--- src/hw/rtl/l2hist_pkg.sv ---
package l2hist_pkg;

    localparam int SAMPLE_W = 64;
    localparam int IDX_W    = 6;
    localparam int COUNT_W  = 32;
    localparam int IN_W     = 72;   // sample_value + read_bin, padded to bytes
    localparam int OUT_W    = 296;  // all result fields, padded to bytes

    localparam logic OP_RECORD = 1'b0;
    localparam logic OP_READ   = 1'b1;

    localparam logic [SAMPLE_W-1:0] MIN_RESET = {SAMPLE_W{1'b1}};
    localparam logic [SAMPLE_W-1:0] MAX_RESET = '0;

    typedef enum logic [2:0] {
        ST_IDLE = 3'b001,
        ST_LOOK = 3'b010,
        ST_UPD  = 3'b100
    } state_t;

    // Index of the highest set bit; 0 and 1 both give 0.
    function automatic logic [IDX_W-1:0] top_bit_index(input logic [SAMPLE_W-1:0] x);
        logic [IDX_W-1:0] idx;
        idx = '0;
        for (int b = 1; b < SAMPLE_W; b++) begin
            if (x[b])
            begin
                idx = IDX_W'(b);
            end
        end
        return idx;
    endfunction

endpackage

--- src/hw/rtl/log2_histogram_min_max_sum_core.sv ---
// Channel   | Direction | Handshake                   | Payload
// ----------+-----------+-----------------------------+---------------------------------------
// s_axis    | in        | s_axis_tvalid/s_axis_tready | tuser: op; tdata: sample, read_bin
// m_axis    | out       | m_axis_tvalid/m_axis_tready | tdata: bin, count, min, max, sum, events
//
// Each request passes through three steps: accept, bin lookup with a bin store read, then
// read-modify-write of the bin counter and the running statistics.
// The bin store read is registered, so the lookup and the update are separate steps.
// Reset clears the bin store at once through per-bin valid bits; no clearing pass.
// A result waits in the output register; the next request is accepted meanwhile,
// and the update step holds while the output register is still full.
module log2_histogram_min_max_sum_core
    import l2hist_pkg::*;
#(
    parameter int NUM_BINS = 64
)
(
    input  logic             clk,
    input  logic             rst_n,
    input  logic             s_axis_tvalid,
    output logic             s_axis_tready,
    input  logic [IN_W-1:0]  s_axis_tdata,   // [63:0] sample_value, [69:64] read_bin, pad
    input  logic [0:0]       s_axis_tuser,   // [0] op
    output logic             m_axis_tvalid,
    input  logic             m_axis_tready,
    output logic [OUT_W-1:0] m_axis_tdata    // [5:0] bin_index, [37:6] bin_count,
                                             // [101:38] running_min, [165:102] running_max,
                                             // [229:166] running_sum, [293:230] event_count
);

    localparam int BIN_W = (NUM_BINS > 1) ? $clog2(NUM_BINS) : 1;
    localparam logic [IDX_W:0] LAST_BIN = (IDX_W + 1)'(NUM_BINS - 1);

    state_t state_reg, state_next;

    logic                op_reg;
    logic [SAMPLE_W-1:0] sample_reg;
    logic [IDX_W-1:0]    read_bin_reg;
    logic [IDX_W-1:0]    bin_reg;

    logic [SAMPLE_W-1:0] min_reg, max_reg, sum_reg, cnt_reg;
    logic [SAMPLE_W-1:0] min_next, max_next, sum_next, cnt_next;

    logic [COUNT_W-1:0]  mem [NUM_BINS];
    logic [COUNT_W-1:0]  mem_q;
    logic [NUM_BINS-1:0] bin_valid_reg;
    logic                valid_q_reg;

    logic                m_tvalid_reg;
    logic [OUT_W-1:0]    m_tdata_reg;

    logic [IDX_W-1:0]    raw_bin;
    logic [IDX_W-1:0]    bin_next;
    logic [COUNT_W-1:0]  cur_count, new_count;
    logic                accept, advance;

    assign accept        = s_axis_tvalid && s_axis_tready;
    assign s_axis_tready = (state_reg == ST_IDLE);
    assign advance       = (state_reg == ST_UPD) && (!m_tvalid_reg || m_axis_tready);

    // Bin from the highest set bit, or from the request, clamped to the last bin
    assign raw_bin  = (op_reg == OP_READ) ? read_bin_reg : top_bit_index(sample_reg);
    assign bin_next = ({1'b0, raw_bin} > LAST_BIN) ? IDX_W'(LAST_BIN) : raw_bin;

    assign cur_count = valid_q_reg ? mem_q : '0;
    assign new_count = (op_reg == OP_RECORD) ? cur_count + COUNT_W'(1) : cur_count;

    always_comb
    begin
        min_next = min_reg;
        max_next = max_reg;
        sum_next = sum_reg;
        cnt_next = cnt_reg;
        if (op_reg == OP_RECORD)
        begin
            if (sample_reg < min_reg)
            begin
                min_next = sample_reg;
            end
            if (sample_reg > max_reg)
            begin
                max_next = sample_reg;
            end
            sum_next = sum_reg + sample_reg;
            cnt_next = cnt_reg + SAMPLE_W'(1);
        end
    end

    always_comb
    begin
        state_next = state_reg;
        unique case (state_reg)
            ST_IDLE:
            begin
                if (accept)
                begin
                    state_next = ST_LOOK;
                end
            end
            ST_LOOK:
            begin
                state_next = ST_UPD;
            end
            ST_UPD:
            begin
                if (advance)
                begin
                    state_next = ST_IDLE;
                end
            end
            default:
            begin
                state_next = ST_IDLE;
            end
        endcase
    end

    // Control state and statistics
    always_ff @(posedge clk or negedge rst_n)
    begin
        if (!rst_n)
        begin
            state_reg     <= ST_IDLE;
            min_reg       <= MIN_RESET;
            max_reg       <= MAX_RESET;
            sum_reg       <= '0;
            cnt_reg       <= '0;
            bin_valid_reg <= '0;
            m_tvalid_reg  <= 1'b0;
        end
        else
        begin
            state_reg <= state_next;
            if (advance)
            begin
                min_reg <= min_next;
                max_reg <= max_next;
                sum_reg <= sum_next;
                cnt_reg <= cnt_next;
                bin_valid_reg[bin_reg[BIN_W-1:0]] <= 1'b1;
                m_tvalid_reg <= 1'b1;
            end
            else if (m_axis_tready)
            begin
                m_tvalid_reg <= 1'b0;
            end
        end
    end

    // Payload registers
    always_ff @(posedge clk)
    begin
        if (accept)
        begin
            op_reg       <= s_axis_tuser[0];
            sample_reg   <= s_axis_tdata[SAMPLE_W-1:0];
            read_bin_reg <= s_axis_tdata[SAMPLE_W +: IDX_W];
        end
        if (state_reg == ST_LOOK)
        begin
            bin_reg     <= bin_next;
            valid_q_reg <= bin_valid_reg[bin_next[BIN_W-1:0]];
        end
        if (advance)
        begin
            m_tdata_reg <= {2'b00, cnt_next, sum_next, max_next, min_next, new_count, bin_reg};
        end
    end

    // Bin store: read in the lookup step, write back in the update step
    always_ff @(posedge clk)
    begin
        if (advance)
        begin
            mem[bin_reg[BIN_W-1:0]] <= new_count;
        end
        if (state_reg == ST_LOOK)
        begin
            mem_q <= mem[bin_next[BIN_W-1:0]];
        end
    end

    assign m_axis_tvalid = m_tvalid_reg;
    assign m_axis_tdata  = m_tdata_reg;

    a_count_step: assert property (@(posedge clk) disable iff (!rst_n)
        (advance && op_reg == OP_RECORD) |=> (cnt_reg == $past(cnt_reg) + SAMPLE_W'(1)))
        else $error("event count did not advance by one on a record");

    a_read_keeps: assert property (@(posedge clk) disable iff (!rst_n)
        (advance && op_reg == OP_READ) |=> ($stable(sum_reg) && $stable(cnt_reg)))
        else $error("read request changed the statistics");

    a_min_le_max: assert property (@(posedge clk) disable iff (!rst_n)
        (cnt_reg != '0) |-> (min_reg <= max_reg))
        else $error("running minimum above running maximum");

    a_no_overwrite: assert property (@(posedge clk) disable iff (!rst_n)
        (m_tvalid_reg && !m_axis_tready) |-> !advance)
        else $error("pending result overwritten");

endmodule
--- config.mk ---
export PLATFORM = sky130hd
export DESIGN_NAME = log2_histogram_min_max_sum_core
export DESIGN_NICKNAME = d
export VERILOG_FILES = /design/src/hw/rtl/l2hist_pkg.sv /design/src/hw/rtl/log2_histogram_min_max_sum_core.sv
export SDC_FILE = /design/constraint.sdc
export NUM_CORES = 2
export LEC_CHECK = 0
export ABC_AREA = 1
export ABC_CLOCK_PERIOD_IN_PS = 9800
export BUFFER_PORTS_ARGS = -buffer_cell sky130_fd_sc_hd__buf_4
export CAP_MARGIN = 20
export CORE_MARGIN = 5
export CORE_UTILIZATION = 35
export DETAILED_ROUTE_END_ITERATION = 7
export PLACE_DENSITY = 0.54
export REMOVE_ABC_BUFFERS = 1
export SYNTH_ARGS = -nofsm -noshare
export SYNTH_HDL_FRONTEND = slang
export SYNTH_SLANG_ARGS = --single-unit
--- constraint.sdc ---
create_clock -name clk -period 9.8 [get_ports clk]
set_input_delay 0.98 -clock clk [delete_from_list [all_inputs] [get_ports clk]]
set_output_delay 0.98 -clock clk [all_outputs]
set_load 0.02 [all_outputs]
==> flow_summary.ini <==
[sta]
min_period_ns = 7.67
setup_viol = 0
final.setup.tns_ns = 0
period_share_pct = 78.3
final-hold-violation-count = 0
tightest_slew_ns = 1.19
max_freq_mhz = 130
rsz0062_at_grt = no
relSlewSlack_pct = 20.8
finalMaxSlewViolations = 0
fin_worst_skew_ns = 0.0412
hold_ws_ns = 0.156

[setup_path]
cp_max_fo = 48
critPathSlowestCell = inv_6
startpoint_type = flop
path_common_cell = nand2_1
cp-end-kind = flop
crit_path_max_incr_delay_ns = 0.73
cp_data_required_time_ns = 10.44
path_class = reg -> reg
arrival_ns = 8.31

[placement]
placedInstanceArea_mm2 = 0.134
hpwlAfterDp_um = 196000
place_congestion = 0.806
portBuffers = 370

[synthesis]
synth_cells = 11700
ys_async_sr_fraction_pct = 11.7
syn_area_per_cell_um2 = 10.7
synth_cell_types = 68
ys_seq_area_share_pct = 65.5
ys.flop_type = edfxtp_1
synth_edf_count = 2452
ys_seq_elements = 2776
ys_warn_count = 0
synthesis.area_mm2 = 0.125

[finish]
final.fill_count = 34100
nNetsFinal = 12200
layout_commonest_cell = edfxtp_1
finalInstanceArea_mm2 = 0.144
syn_to_final_growth_pct = 15.1
drive_gt1_share_pct = 10.6
seq_area_mm2 = 0.0818
multi_input_area_mm2 = 0.0349
layout_common_cells = edfxtp_1, nand3_1, nand2_1
largest_reg_flops = 2048

[global_route]
overflow = 0
grt_usage_pct = 19.1
antenna_found_initial = 12
grt_max_degree = 195
grt_pass1_wl_um = 536000
grt_pass1_vias = 79900

[cts]
worstSkewPairLatency_ns = 0.90
clk_pin_slew_worst_paths_ns = 0.06
numCtsBuffers = 313
postCtsResizedCells = 0
cts_hold_buf = 0
cts_root_buf = clkbuf_16
clkSinkCount = 2776
cts_tree = built
postCtsSetupRepairBufs = 0
h-tree-depth = 5
cts_max_path_buffers = 4

[routing]
postRouteAntennaNets = 0
vias = 85400
drt_wl_total_um = 366000
drtPass1Iterations = 6
dr.first_iter.drc_count = 7587
wl_per_cell_um = 21.6
vias_per_cell = 5.05
route.detailed.drc = 0

[floorplanning]
die_area_mm2 = 0.369
die_w_um = 607
ioPinCount = 375
rows = 219
die_h_um = 607
coreArea_mm2 = 0.356
initial_core_util_pct = 35.1

[power]
p_leak_nw = 57.0
p_seq_share_pct = 41.4
p_sw_share_pct = 33.5
peakVddDrop_uv = 213
p_int_w = 0.0239
p_switching_w = 0.0120
clkPwrFrac_pct = 31.9
powerDensity_mw_per_mm2 = 250
combPwrFrac_pct = 26.7

[run_status]
status = completed

[worst_hold_path]
min_path_type = in -> async

[run]
maxCapViolCount = 0
## kinds of logic after synthesis
| kind of cell | Yosys count | share of synthesized area, % |
|---|---|---|
| other cells | 1 | 0.00300 |
| compound gates | 732 | 3.17 |
| mux | 1 | 0.00802 |
| simple gates | 5517 | 21.4 |
| flops | 2776 | 65.5 |
| fa+ha+maj | 193 | 1.94 |
| buf+inv | 2389 | 7.30 |
| xor+xnor | 97 | 0.680 |
## per-layer routing
metal	vias to the layer above	track usage [%]	share of wire, %
li1	40300	-	-
met1	41700	26.8	44
met2	2787	30.8	46
met3	547	2.63	6.7
met4	4	5.77	3.0
met5	-	0	0.0057
## power by group through the flow
stage / Combinational [W] / Clock, W / Sequential, W
finish: 0.00960 / 0.0114 / 0.0149
global route: 0.0107 / 0.0122 / 0.0150
CTS: 0.00965 / 0.0117 / 0.0149
detailed placement: 0.00961 / 0 / 0.0151
global placement: 0.00950 / 0 / 0.0151
floorplan: 0.00719 / 0 / 0.0153
## synthesized netlist by cell type (all sizes together) (5+ instances only)
master	count	area, µm²
ha	192	2400
a211oi	8	60.1
o21ai	536	2750
xnor2	22	193
or2	42	263
a21boi	5	37.5
dfrtp	259	6480
dfstp	65	1710
edfxtp	2452	73600
nand3	2321	11600
nor2	140	526
nand3b	704	5290
nor4	42	263
clkbuf	504	1910
o21bai	5	37.5
inv	1704	6400
xor2	75	657
nand4	40	250
buf	180	801
o21a	13	105
nand2	2176	8190
nor3	43	220
a21oi	133	677
## path summary, 6_finish.rpt
| kind | endpoint | slack [ns] | cells after the start | start |
|---|---|---|---|---|
| setup / recovery | mem_q[16]$_DFFE_PP_ | 2.13 | 73 | sample_reg[2]$_DFFE_PP_ |
| hold / removal | sum_reg[26]$_DFFE_PN0P_ | 0.16 | 1 | rst_n |
| setup reg to reg | mem_q[16]$_DFFE_PP_ | 2.13 | 73 | sample_reg[2]$_DFFE_PP_ |
| hold reg to reg | bin_valid_reg[16]$_DFFE_PN0P_ | 0.45 | 2 | bin_valid_reg[16]$_DFFE_PN0P_ |
| max in group asynchronous | cnt_reg[49]$_DFFE_PN0P_ | 8.26 | 2 | rst_n |
| min in group clk | sample_reg[23]$_DFFE_PP_ | 0.26 | 1 | s_axis_tdata[23] |
## metrics by stage
step / setup WS, ns / util, % / instances / total power (W)
after floorplan: -56.39 / - / 11000 / 0.0225
after global placement: 1.93 / 37.6 / 16400 / 0.0246
after detailed placement: 2.08 / 37.6 / 16400 / 0.0247
after CTS: 2.05 / 40.4 / 16900 / 0.0362
after global routing: 1.42 / 40.4 / 16900 / 0.0379
final: 2.13 / 40.4 / 16900 / 0.0359
## area by class of cell
type | count | area share [%]
Sequential cell | 2776 | 56.9
Multi-Input combinational cell | 6542 | 24.3
Clock buffer | 410 | 5.96
Inverter | 1705 | 4.47
Tap cell | 4751 | 4.14
Timing Repair Buffer | 581 | 3.29
Clock inverter | 153 | 0.918
Antenna cell | 4 | 0.00697
## critical path, delay by kind of cell, from the launching register on
family	cells	cell delay [ns]
AND/OR/NAND/NOR	70	5.49
flip-flops	1	0.46
buffers and inverters	3	1.28
Note: power is estimated with default switching activity, not from simulation.
